[src/design/vgcd_ram.sv]
// Generic single-port RAM with registered read.
module vgcd_ram #(
    parameter int WIDTH = 8,
    parameter int DEPTH = 16
) (
    input  logic                     i_clk,
    input  logic                     i_we,
    input  logic [$clog2(DEPTH)-1:0] i_addr,
    input  logic [WIDTH-1:0]         i_wdata,
    output logic [WIDTH-1:0]         o_rdata
);
    logic [WIDTH-1:0] r_mem [DEPTH];

    always_ff @(posedge i_clk) begin
        if (i_we) begin
            r_mem[i_addr] <= i_wdata;
        end
        o_rdata <= r_mem[i_addr];
    end
endmodule

[config.mk]
export PLATFORM = sky130hd
export DESIGN_NAME = vgcd_ram
export DESIGN_NICKNAME = d
export VERILOG_FILES = /design/src/design/vgcd_ram.sv
export SDC_FILE = /design/constraint.sdc
export NUM_CORES = 1
export LEC_CHECK = 0
export ABC_AREA = 1
export BUFFER_PORTS_ARGS = -buffer_cell sky130_fd_sc_hd__buf_2
export CELL_PAD_IN_SITES_DETAIL_PLACEMENT = 1
export CELL_PAD_IN_SITES_GLOBAL_PLACEMENT = 1
export CORE_MARGIN = 2
export CORE_UTILIZATION = 25
export DETAILED_ROUTE_END_ITERATION = 6
export PLACE_DENSITY = 0.53
export SYNTH_ARGS = -nofsm -noshare
export SYNTH_HDL_FRONTEND = slang
export SYNTH_SLANG_ARGS = --single-unit
export TNS_END_PERCENT = 100
[constraint.sdc]
create_clock -name i_clk -period 4.55 [get_ports i_clk]
set_input_delay 0.2275 -clock i_clk [delete_from_list [all_inputs] [get_ports i_clk]]
set_output_delay 0.2275 -clock i_clk [all_outputs]
set_load 0.01 [all_outputs]
# --- After elaboration in Yosys (flattened, before gate mapping) ---
# Memory sizes are Yosys's and may differ from the RTL's. A register that Yosys moved wholly into a read port is not among the register bits.
# Index checks and enable logic that the tools add are counted.
op_classes:
  muxes: 2
ops:
  columns: ["cell", "n"]
  rows:
  - ["$mux 1", 2]
totals:
  wordCells: 3
  output_inout_bits: 8
  n_memories: 1
  reg_bits: 0
  mem_bits_rw: 128
  inputBits: 14
memory_table:
  columns: ["memory", "words", "word_bits", "rd", "rd_ports_with_merged_regs", "wr", "line", "rtl"]
  rows:
  - ["r_mem", 16, 8, 1, 1, 1, "12", "logic [WIDTH-1:0] r_mem [DEPTH];"]

# --- Logic depth before layout (Yosys ltp) ---
logic_depth:
  ltp_word: 2
  ltp_mapped: 11
  depth_no_buf: 9

# --- Worst setup path before layout ---
# OpenSTA, ideal clock, no wires.
synth_timing:
  path_kind: "input to register"
  from: "input i_addr[1]"
  to: "memory r_mem[3][0] (enable)"
  setup_slack_ns: 2.945
  t_required_ns: 4.180
  n_path_buf: 2
  arrival_ns: 1.234
  setup_time_ns: 0.370
  cell_stages: 4
  path_cell_list: "buf_2 -> clkbuf_1 -> nand3_1 -> nor2_1"
synth_rtl:
  columns: ["element", "line", "rtl"]
  rows:
  - ["from (decl)", "8", "input logic [$clog2(DEPTH)-1:0] i_addr,"]
  - ["to (decl)", "12", null]
# Straight into the memory's write port.

# --- Worst setup path in the final report ---
layout_timing:
  from: "input i_addr[0]"
  to: "memory r_mem[8][2] (enable)"
# Straight into the memory's write port.

==> flow_summary.toml <==
[yosys]
synth_top_family_by_area = "simple AND/OR/NAND/NOR gates"
synthTopCellsByArea = "edfxtp_1 (69%), nand2_1 (23%), dfxtp_1 (2.9%), inv_1 (1.4%), nor2_1 (1.2%)"
synthFlopType = "edfxtp_1"
synthesis.area_um2 = 5590
ys_seq_elements = 136
synth_top_cell_by_area = "edfxtp_1"
synthAdderAreaFrac_pct = 0
yosysSeqAreaShare_pct = 71.6
synthesis.instances = 548
synth-xor-area-share_pct = 0
synthMostInstantiatedCell = "nand2_1"
ys_warn_count = 0
synth_edf_count = 128
synthMuxAreaShare_pct = 0
synth_top_area_share_pct = 68.7
synth.avg_cell_area_um2 = 10.2
synth.net_count = 562
yosysUniqueCellTypes = 11
synth_compound_area_share_pct = 0
synth-simple-area-share_pct = 24.8
postSynth.asyncResetShare_pct = 0
synth_common_cells = "nand2_1 (346), edfxtp_1 (128), inv_1 (21), nor2_1 (18), buf_2 (12)"

[sta]
slew_violations = 0
fin_crit_sh_pct = 47.1
slew-limit-headroom_pct = 36.1
fin_crit_ns = 2.14
setup_viol = 0
worstMarginPinSlew_ns = 0.955
hold_violations = 0
fmax_ghz = 0.466
fin_setup_tns_ns = 0
rsz0062_at_grt = "no"
finClkSkew_ns = 0.00508

[worst_setup_path]
worst_ep_required_time_ns = 4.61
setup.worst_path.end_class = "flip-flop"
arrival_ns = 2.20
start_kind = "input pin"
critPathKind = "input pin to flip-flop"
cp_max_fo = 65

[die]
die-area_um2 = 23600
die_h_um = 154
start_util_pct = 25.5
io_pins = 22
fp-row-count = 54
die_x_um = 154
core_region_area_um2 = 21900

[flow_run]
maxCapViolations = 0

[cts]
cts.sink_count = 136
tritoncts = "yes"
cts_resized = 0
htreeDepth = 4
cts-buffers-inserted = 17
insertion_delay_ns = 0.42
cts_root_buf = "clkbuf_16"
hold_buffers = 0
postCtsSetupRepairBufs = 0
clk_path_buf_depth = 2
cts.clk_slew.worst_paths_ns = 0.06

[route]
wl_um = 14600
wl_per_cell_um = 16.9
initialDrtViolationCount = 230
num_vias = 3676
drc = 0
avgViaCountPerCell = 4.26
postRouteAntennaNets = 0
drt-pass1-iter-count = 4

[layout]
drive_above_1_share_pct = 8.92
final_util_pct = 29.9
diodes = 0
nets = 584
syn_to_final_growth_pct = 16.9
final_area_um2 = 6540

[global_route]
grt_pass1_wl_um = 22700
grt_pass1_vias = 3861
antenna_found_initial = 0
grt_max_degree = 66
grt_remaining_overflow = 0
grt.total_usage_pct = 13.0

[placed_design]
place_area_um2 = 5950
post-dp-hpwl_um = 8910
gp_congestion = 0.719
port-buffer-count = 21

[run_status]
outcome = "finished, final reports clean"

[power]
power.leakage_nw = 2.73
power_density_nw_per_um2 = 453
ir_drop_mv = 0.266

[min_path]
hp-class = "input pin to flip-flop"
-- where the power goes --
part | switching (mW) | leakage (nW) | internal [mW]
logic | 0.130 | 1.22 | 0.0425
clock network | 0.507 | 0.285 | 0.872
registers | 0.00730 | 1.22 | 1.40
total | 0.644 | 2.73 | 2.32
-- worst paths after layout --
kind / start / to / slack [ns] / cells after the start
worst max-delay path: i_addr[0] / r_mem[8][2] / 2.41 / 5
worst min-delay path: i_wdata[6] / r_mem[14][6] / 0.23 / 1
worst max register to register: r_mem[3][0] / o_rdata[0] / 3.42 / 8
worst min register to register: r_mem[14][7] / o_rdata[7] / 0.73 / 8
-- worst max-delay path: stages --
cell and delay (ns):
buf_2 0.29, inv_2 0.13, buf_4 0.58, nand3_1 0.33, nor2_1 0.62
-- final cells by class --
class,count,area [um2]
inverter,23,86.3
fill,2534,15400
clock inverter,9,126
tap,280,350
timing repair buffer,24,128
sequential,136,4000
multi-input combinational,368,1390
clock buffer,23,458
-- metrics by stage --
stage,setup WS [ns],hold slack [ns],cells,power (mW)
2_1_floorplan,2.95,0.326,548,1.53
3_3_place_gp,1.91,0.629,831,1.61
3_5_place_dp,1.87,0.629,831,1.61
4_1_cts,2.32,0.230,863,2.99
5_1_grt,2.14,0.248,863,3.06
6_report,2.41,0.229,863,2.96
-- logic make-up after synthesis --
logic type | Yosys count
DFF | 136
buffers and inverters | 44
and+or+nand+nor | 368
-- cells in the final DEF (no fill, tap or decap) --
cell type / netlist / routed
clkbuf_8: 0 / 1
inv_2: 1 / 1
clkinv_4: 0 / 1
clkinv_1: 1 / 1
dfxtp_1: 8 / 8
clkinv_2: 0 / 4
buf_4: 6 / 3
buf_2: 12 / 21
nand2_1: 346 / 346
clkbuf_1: 3 / 5
edfxtp_1: 128 / 128
inv_1: 21 / 21
bufinv_16: 0 / 3
clkinvlp_4: 0 / 1
nand3_1: 4 / 4
nor2_1: 18 / 18
clkbuf_16: 0 / 17
-- registers in the layout, summed over array words and instances, names as in the netlist --
signal   flops
r_mem      128
o_rdata      8
-- layer usage --
layer  GRT usage (%)  share of wire (%)  vias up  wire [um]
li1                -                  -     1793          -
met1            16.6                 46     1809       6680
met2            21.7                 50       63       7210
met3            2.76                3.4       11        502
met4            4.76                1.2        0        174
met5               0                  0        -          0
(Power assumes the default switching activity.)
