[config.mk]
export PLATFORM = sky130hd
export DESIGN_NAME = vgcd_div
export DESIGN_NICKNAME = d
export VERILOG_FILES = /design/src/design/vgcd_pkg.sv /design/src/design/vgcd_div.sv
export SDC_FILE = /design/constraint.sdc
export NUM_CORES = 1
export LEC_CHECK = 0
export BUFFER_PORTS_ARGS = -buffer_cell sky130_fd_sc_hd__buf_4
export CORE_ASPECT_RATIO = 1.75
export CORE_MARGIN = 2
export CORE_UTILIZATION = 55
export CTS_CLUSTER_SIZE = 28
export DETAILED_ROUTE_END_ITERATION = 10
export PLACE_DENSITY = 0.83
export RECOVER_POWER = 50
export SLEW_MARGIN = 25
export SYNTH_ARGS = -nofsm -noshare
export SYNTH_HDL_FRONTEND = slang
export SYNTH_SLANG_ARGS = --single-unit
[constraint.sdc]
create_clock -name i_clk -period 3.44 [get_ports i_clk]
set_input_delay 0 -clock i_clk [delete_from_list [all_inputs] [get_ports i_clk]]
set_output_delay 0 -clock i_clk [all_outputs]
set_load 0.02 [all_outputs]
[src/design/vgcd_pkg.sv]
// Shared constants and types for the voxel grid centroid downsampler.
package vgcd_pkg;

    localparam int TABLE_DEPTH = 64;
    localparam int IDX_W       = $clog2(TABLE_DEPTH);
    localparam int CNT_W       = $clog2(TABLE_DEPTH + 1);

    localparam logic [31:0] PRIME_X = 32'd73856093;
    localparam logic [31:0] PRIME_Y = 32'd19349663;
    localparam logic [31:0] PRIME_Z = 32'd83492791;

    localparam logic [2:0] ST_ACCEPTED = 3'd0;
    localparam logic [2:0] ST_SKIPPED  = 3'd1;
    localparam logic [2:0] ST_DROPPED  = 3'd2;
    localparam logic [2:0] ST_CENTROID = 3'd3;
    localparam logic [2:0] ST_EMPTY    = 3'd4;

    localparam logic REG_INVERSE_LEAF = 1'b0;
    localparam logic REG_KEEP_ALL     = 1'b1;

    // one table entry: keys, sums, count
    localparam int ENTRY_W = 3 * 32 + 3 * 64 + 32;

    typedef struct packed {
        logic [31:0] kx;
        logic [31:0] ky;
        logic [31:0] kz;
        logic [63:0] sx;
        logic [63:0] sy;
        logic [63:0] sz;
        logic [31:0] cnt;
    } t_entry;

    // request to the shared divider and its answer
    typedef struct packed {
        logic        start;
        logic [63:0] mag;
        logic [31:0] den;
    } t_div_req;

    typedef struct packed {
        logic        done;
        logic [63:0] quo;
    } t_div_rsp;

endpackage

[src/design/vgcd_div.sv]
// Restoring divider, one quotient bit a cycle, 64-bit dividend by 32-bit divisor.
module vgcd_div (
    input  logic              i_clk,
    input  logic              i_rst_n,
    input  vgcd_pkg::t_div_req i_req,
    output vgcd_pkg::t_div_rsp o_rsp
);
    logic        r_busy;
    logic [6:0]  r_left;
    logic [63:0] r_quo;
    logic [32:0] r_rem;
    logic [31:0] r_den;
    logic [32:0] w_shift;
    logic [32:0] w_sub;
    logic        r_done;

    always_comb begin
        w_shift = {r_rem[31:0], r_quo[63]};
        w_sub   = w_shift - {1'b0, r_den};
    end

    always_ff @(posedge i_clk) begin
        if (!i_rst_n) begin
            r_busy <= 1'b0;
            r_done <= 1'b0;
            r_left <= '0;
        end else begin
            r_done <= 1'b0;
            if (i_req.start) begin
                r_busy <= 1'b1;
                r_left <= 7'd64;
            end else if (r_busy) begin
                r_left <= r_left - 7'd1;
                if (r_left == 7'd1) begin
                    r_busy <= 1'b0;
                    r_done <= 1'b1;
                end
            end
        end
    end

    always_ff @(posedge i_clk) begin
        if (i_req.start) begin
            r_quo <= i_req.mag;
            r_rem <= '0;
            r_den <= i_req.den;
        end else if (r_busy) begin
            if (!w_sub[32]) begin
                r_rem <= w_sub;
                r_quo <= {r_quo[62:0], 1'b1};
            end else begin
                r_rem <= w_shift;
                r_quo <= {r_quo[62:0], 1'b0};
            end
        end
    end

    assign o_rsp.done = r_done;
    assign o_rsp.quo  = r_quo;
endmodule

======== Word-level counts from Yosys, hierarchy flattened ========
Index checks and enable logic that the tools add are counted.
W data, S select, Z words.
word-level totals
  logic and storage cells ................. 25
  memories kept ........................... 0
  memory bits (read-only) ................. 0
  bits in registers ....................... 137
  latch bits .............................. 0
  input port bits ......................... 99
  RAM bits ................................ 0
  output and inout port bits .............. 65
operators by class
  reductions and logical operators ........ 3
  equality and inequality tests ........... 1
  multiplexer cells ....................... 10
  bitwise logic cells ..................... 2
  magnitude comparators ................... 0
  multipliers ............................. 0
  shift-type cells ........................ 0
  divide/modulo/power cells ............... 0
  $add $sub $neg .......................... 2
operators with widths
  cell                   count
  $mux W64               2
  $sub A33 B32 Y33       1
  $mux W32               1
  $mux W7                2
  $eq A7 B1 Y1 const B   1
  $sub A7 B1 Y7 const B  1
  $mux W1                5
  $reduce_or A3 Y1       1
  $not A1 Y1             2
  $reduce_bool A2 Y1     1
  $reduce_or A2 Y1       1

======== Logic depth before layout (Yosys ltp) ========
  depth in word-level cells ............... 4
  mapped depth ............................ 13
  gate-level depth less buffers ........... 12

======== Least setup slack after synthesis ========
Ideal clock, no wire load.
  path kind ............................... register to register
  start point ............................. register r_quo[63]
  end point ............................... register r_rem[8]
  path slack .............................. 0.475 ns
  stages on the path, launching flop included .. 12
  required time ........................... 3.323 ns
  buffers on the path ..................... 0
  data arrival time ....................... 2.848 ns
  period minus slack after synthesis ...... 2.965 ns
  setup time .............................. 0.117 ns
  cells stage by stage .................... edfxtp_1 -> inv_1 -> ha_1 -> fa_1 -> nor2b_4 -> o2111a_1 -> o31a_1 -> o21ba_2 -> o31ai_4 -> xnor2_4 -> mux2_4 -> a22o_1
between the ends
  word-level cells in the longest chain between the ends .. 2
RTL lines
  item                    line            source
  start, declared         vgcd_div.sv:10  logic [63:0] r_quo;
  start signal, assigned  vgcd_div.sv:44  r_quo <= i_req.mag;
  start signal, assigned  vgcd_div.sv:50  r_quo <= {r_quo[62:0], 1'b1};
  start signal, assigned  vgcd_div.sv:53  r_quo <= {r_quo[62:0], 1'b0};
  $sub A33 B32 Y33        vgcd_div.sv:19  w_sub = w_shift - {1'b0, r_den};
  $mux W32                vgcd_div.sv:48  if (!w_sub[32]) begin
  end signal, assigned    vgcd_div.sv:49  r_rem <= w_sub;
  end signal, assigned    vgcd_div.sv:52  r_rem <= w_shift;
  end, declared           vgcd_div.sv:11  logic [32:0] r_rem;
Every way passes these cells.
A chain may end at the register's enable or synchronous reset.

======== Worst setup path in the final report ========
  start point ............................. register r_quo[63]
  end point ............................... register r_rem[7]
The elaborated chain is that of the path after synthesis.

==> results.md <==
* CP Cell Sequence: inv_1 > ha_1 > fa_1 > nor2b_4 > o2111a_1 > o31a_1 > o21ba_2 > o31ai_4 > buf_4 > xnor2_2 > a21oi_1 > a22o_1
* Slew Limit Headroom at -61.2%
* RD Place Congestion at 0.874
* Initial DRC count at 330
* Grt ovf at 0
* Worst Path Required at 3.75 ns
* Die area at 14200 um^2
* Final Setup Violations at 0
* Initial core utilization at 56.4%
* Vias in the first global route at 6404
* Clock Sinks at 137
* IO Count at 164
* Top_reg_cell synth: edfxtp_1
* Largest net degree at the start of global routing at 66
* Clk buf depth at 2
* Worst-margin pin slew at 2.42 ns
* Clock Power Share at 36.5%
* DP Wirelength at 12500 um
* Die span in x at 91.1 um
* First-pass GRT wire length at 32400 um
* Leak pwr at 4.12 nW
* Startpoint types: flop
* #FFs+latches synth at 137
* Avg Synthesized Cell Area at 11.7 um^2
* Peak supply drop at 0.530 mV
* Gate power share at 23.2%
* Clock Root Buffer: clkbuf_16
* Reg power frac at 40.3%
* Syn Std Cell Area at 7290 um^2
* Crit Path Max Fanout at 10
* Layout cells sized above 1 at 24.1%
* Period minus WS final at 3.25 ns
* Setup CP Type: reg2reg
* # nets final at 1020
* FP Rows at 55
* Net Sw Frac at 30.1%
* GRT Total Usage at 29.0%
* # diodes at 0
* Slew Limit Fails at 46
* Crit-path slowest cell: xnor2_2
* Layout Skew at 0.0142 ns
* Internal power at 0.00357 W
* Hold Path Class: in2reg
* Upper clock frequency limit at 308 MHz
* Power per cell area at 511 nW/um^2
* Htree depth at 4
* RSZ-0062 raised after global routing: false
* Mapped Nets at 757
* DRT Wirelength at 20300 um
* Number of fill cells at 842
* Synth cell types at 60
* Vias at 6061
* Port Buffer Count at 163
* Wire per inst at 19.0 um
* Crit path capture type: flop
* WHS Path Cells at 1
* Core area at 12900 um^2
* Num CTS Buffers at 17
* Initial antenna violation count at 0
* Max_cap viols at 1
* Status: finished, violations left
* Util after Layout at 77.2%
* Post-synth EDFFs at 96
* DRC Markers at 0
* TritonRoute pass-1 iters at 5
* Area growth syn-to-layout at 37.0%
* Critical Path AT at 3.56 ns
* Final worst-path cycle share at 94.4%
* Hold WS at 0.111 ns
* Footprint of the multi-input gates at 3300 um^2
* CTS clk-pin slew, worst paths at 0.06 ns
* CP peak stage delay at 0.51 ns
* TritonCTS clock tree: done
* Cts repair resizes at 0
* P_sw at 0.00154 W
* Post-synth ARST share at 0%
* Final Hold Viols at 0
* Vias per cell at 5.66
* Latest clock arrival within the worst-skew pair at 0.44 ns
* Routed Antenna Nets at 0
* Yosys warnings at 0
* R2R depth at 12
* Chip height at 156 um
* Sequential standard cell area at 3700 um^2
* Sequential area share after synthesis at 50.8%
* Setup TNS at 0 ns
* Failing checks: capacitance limit, slew limit
* Cell count after synthesis at 623
==> cells in the final DEF, fill, tap and decap left out, types with 6 or more instances in the layout <==
| cell type | count |
|---|---|
| a211oi_1 | 27 |
| a21o_1 | 19 |
| a21oi_1 | 31 |
| buf_4 | 75 |
| clkbuf_1 | 64 |
| clkbuf_16 | 17 |
| clkbuf_4 | 32 |
| dfxtp_1 | 41 |
| dlygate4sd3_1 | 97 |
| edfxtp_1 | 96 |
| ha_1 | 34 |
| inv_1 | 39 |
| mux2_2 | 64 |
| mux2i_1 | 27 |
| nand2_1 | 31 |
| nand3_1 | 6 |
| nor2_1 | 53 |
| o21a_1 | 6 |
| o21ai_0 | 17 |
| xnor2_1 | 20 |
| xor2_1 | 13 |
==> routing by layer <==
layer | vias to the layer above | global-route usage (%) | wire [um]
met5 | - | 0 | 0
met4 | 0 | 11.3 | 695
met3 | 62 | 7.17 | 1320
met2 | 294 | 53.5 | 10800
met1 | 2878 | 31.7 | 7480
li1 | 2827 | - | -
==> stage by stage <==
stage	setup WS (ns)	total power, W	instance area [um^2]	std cells
after floorplan	0.475	0.00282	7290	623
after global placement	0.313	0.00315	8640	939
after detailed placement	0.198	0.00319	8640	939
after CTS	0.131	0.00512	10200	1068
after global routing	0.00900	0.00529	9990	1070
final	0.194	0.00511	9990	1070
==> worst paths after layout <==
path	from	to	slack, ns
setup / recovery	r_quo[63]	r_rem[7]	0.19
hold / removal	i_req[96]	r_den[1]	0.11
setup reg to reg	r_quo[63]	r_rem[7]	0.19
hold reg to reg	r_rem[21]	r_rem[21]	0.50
==> layout make-up <==
type                       count  area share (%)
sequential                   137            37.1
multi-input combinational    422            33.0
timing repair buffer         268            20.3
clock buffer                  18            4.30
tap                          171            2.14
clock inverter                14            1.63
inverter                      40            1.50
==> critical path, delay by kind of cell (launching register included) <==
kind | cells | cell delay (ns)
buf+inv | 2 | 0.27
fa+ha+maj | 2 | 0.71
simple gates | 1 | 0.15
flops | 1 | 0.39
xor+xnor | 1 | 0.51
compound gates | 6 | 1.11
==> sequential cells by signal, summed over array words and instances, names as in the netlist <==
| register | count |
|---|---|
| r_den | 32 |
| r_done | 1 |
| r_quo | 64 |
| r_busy | 1 |
| r_rem | 32 |
| r_left | 7 |
==> synthesized netlist by cell type, drive strengths merged (6+ instances only) <==
library cell	instances	area share [%]
a211oi	28	3.0
a21o	20	2.1
clkbuf	14	0.72
nor2b	6	0.62
edfxtp	96	40
xor2	13	1.6
mux2	65	10
dfxtp	41	11
ha	34	5.8
o21a	6	0.62
nand2	31	1.6
xnor2	21	2.8
o21ai	18	1.2
nor2	53	2.7
mux2i	27	3.7
a21oi	32	2.2
buf	11	1.4
nand3	6	0.41
inv	40	2.1
==> power groups by stage <==
stage               combinational (W)  sequential, W  clock (W)
floorplan                    0.000669        0.00215          0
global placement              0.00108        0.00207          0
detailed placement            0.00111        0.00208          0
CTS                           0.00121        0.00205    0.00186
global route                  0.00128        0.00207    0.00194
finish                        0.00119        0.00206    0.00186
==> logic make-up (layout without fill, tap and decap cells) <==
kind of cell / after synthesis / after routing / synth area share (%)
compound gates: 136 / 136 / 13.0
xor+xnor: 34 / 35 / 4.34
fa+ha+maj: 35 / 35 / 6.11
buf+inv: 65 / 340 / 4.19
flops: 137 / 137 / 50.8
mux: 92 / 92 / 13.8
simple gates: 124 / 124 / 7.77
==> timing repair <==
action                                  in CTS  in global routing
hold endpoints to repair                   100                  0
endpoints found under the setup margin       0                 20
setup buffers                                0                  1
hold buffers                                97                  0
Power figures use the tool's default switching activity.
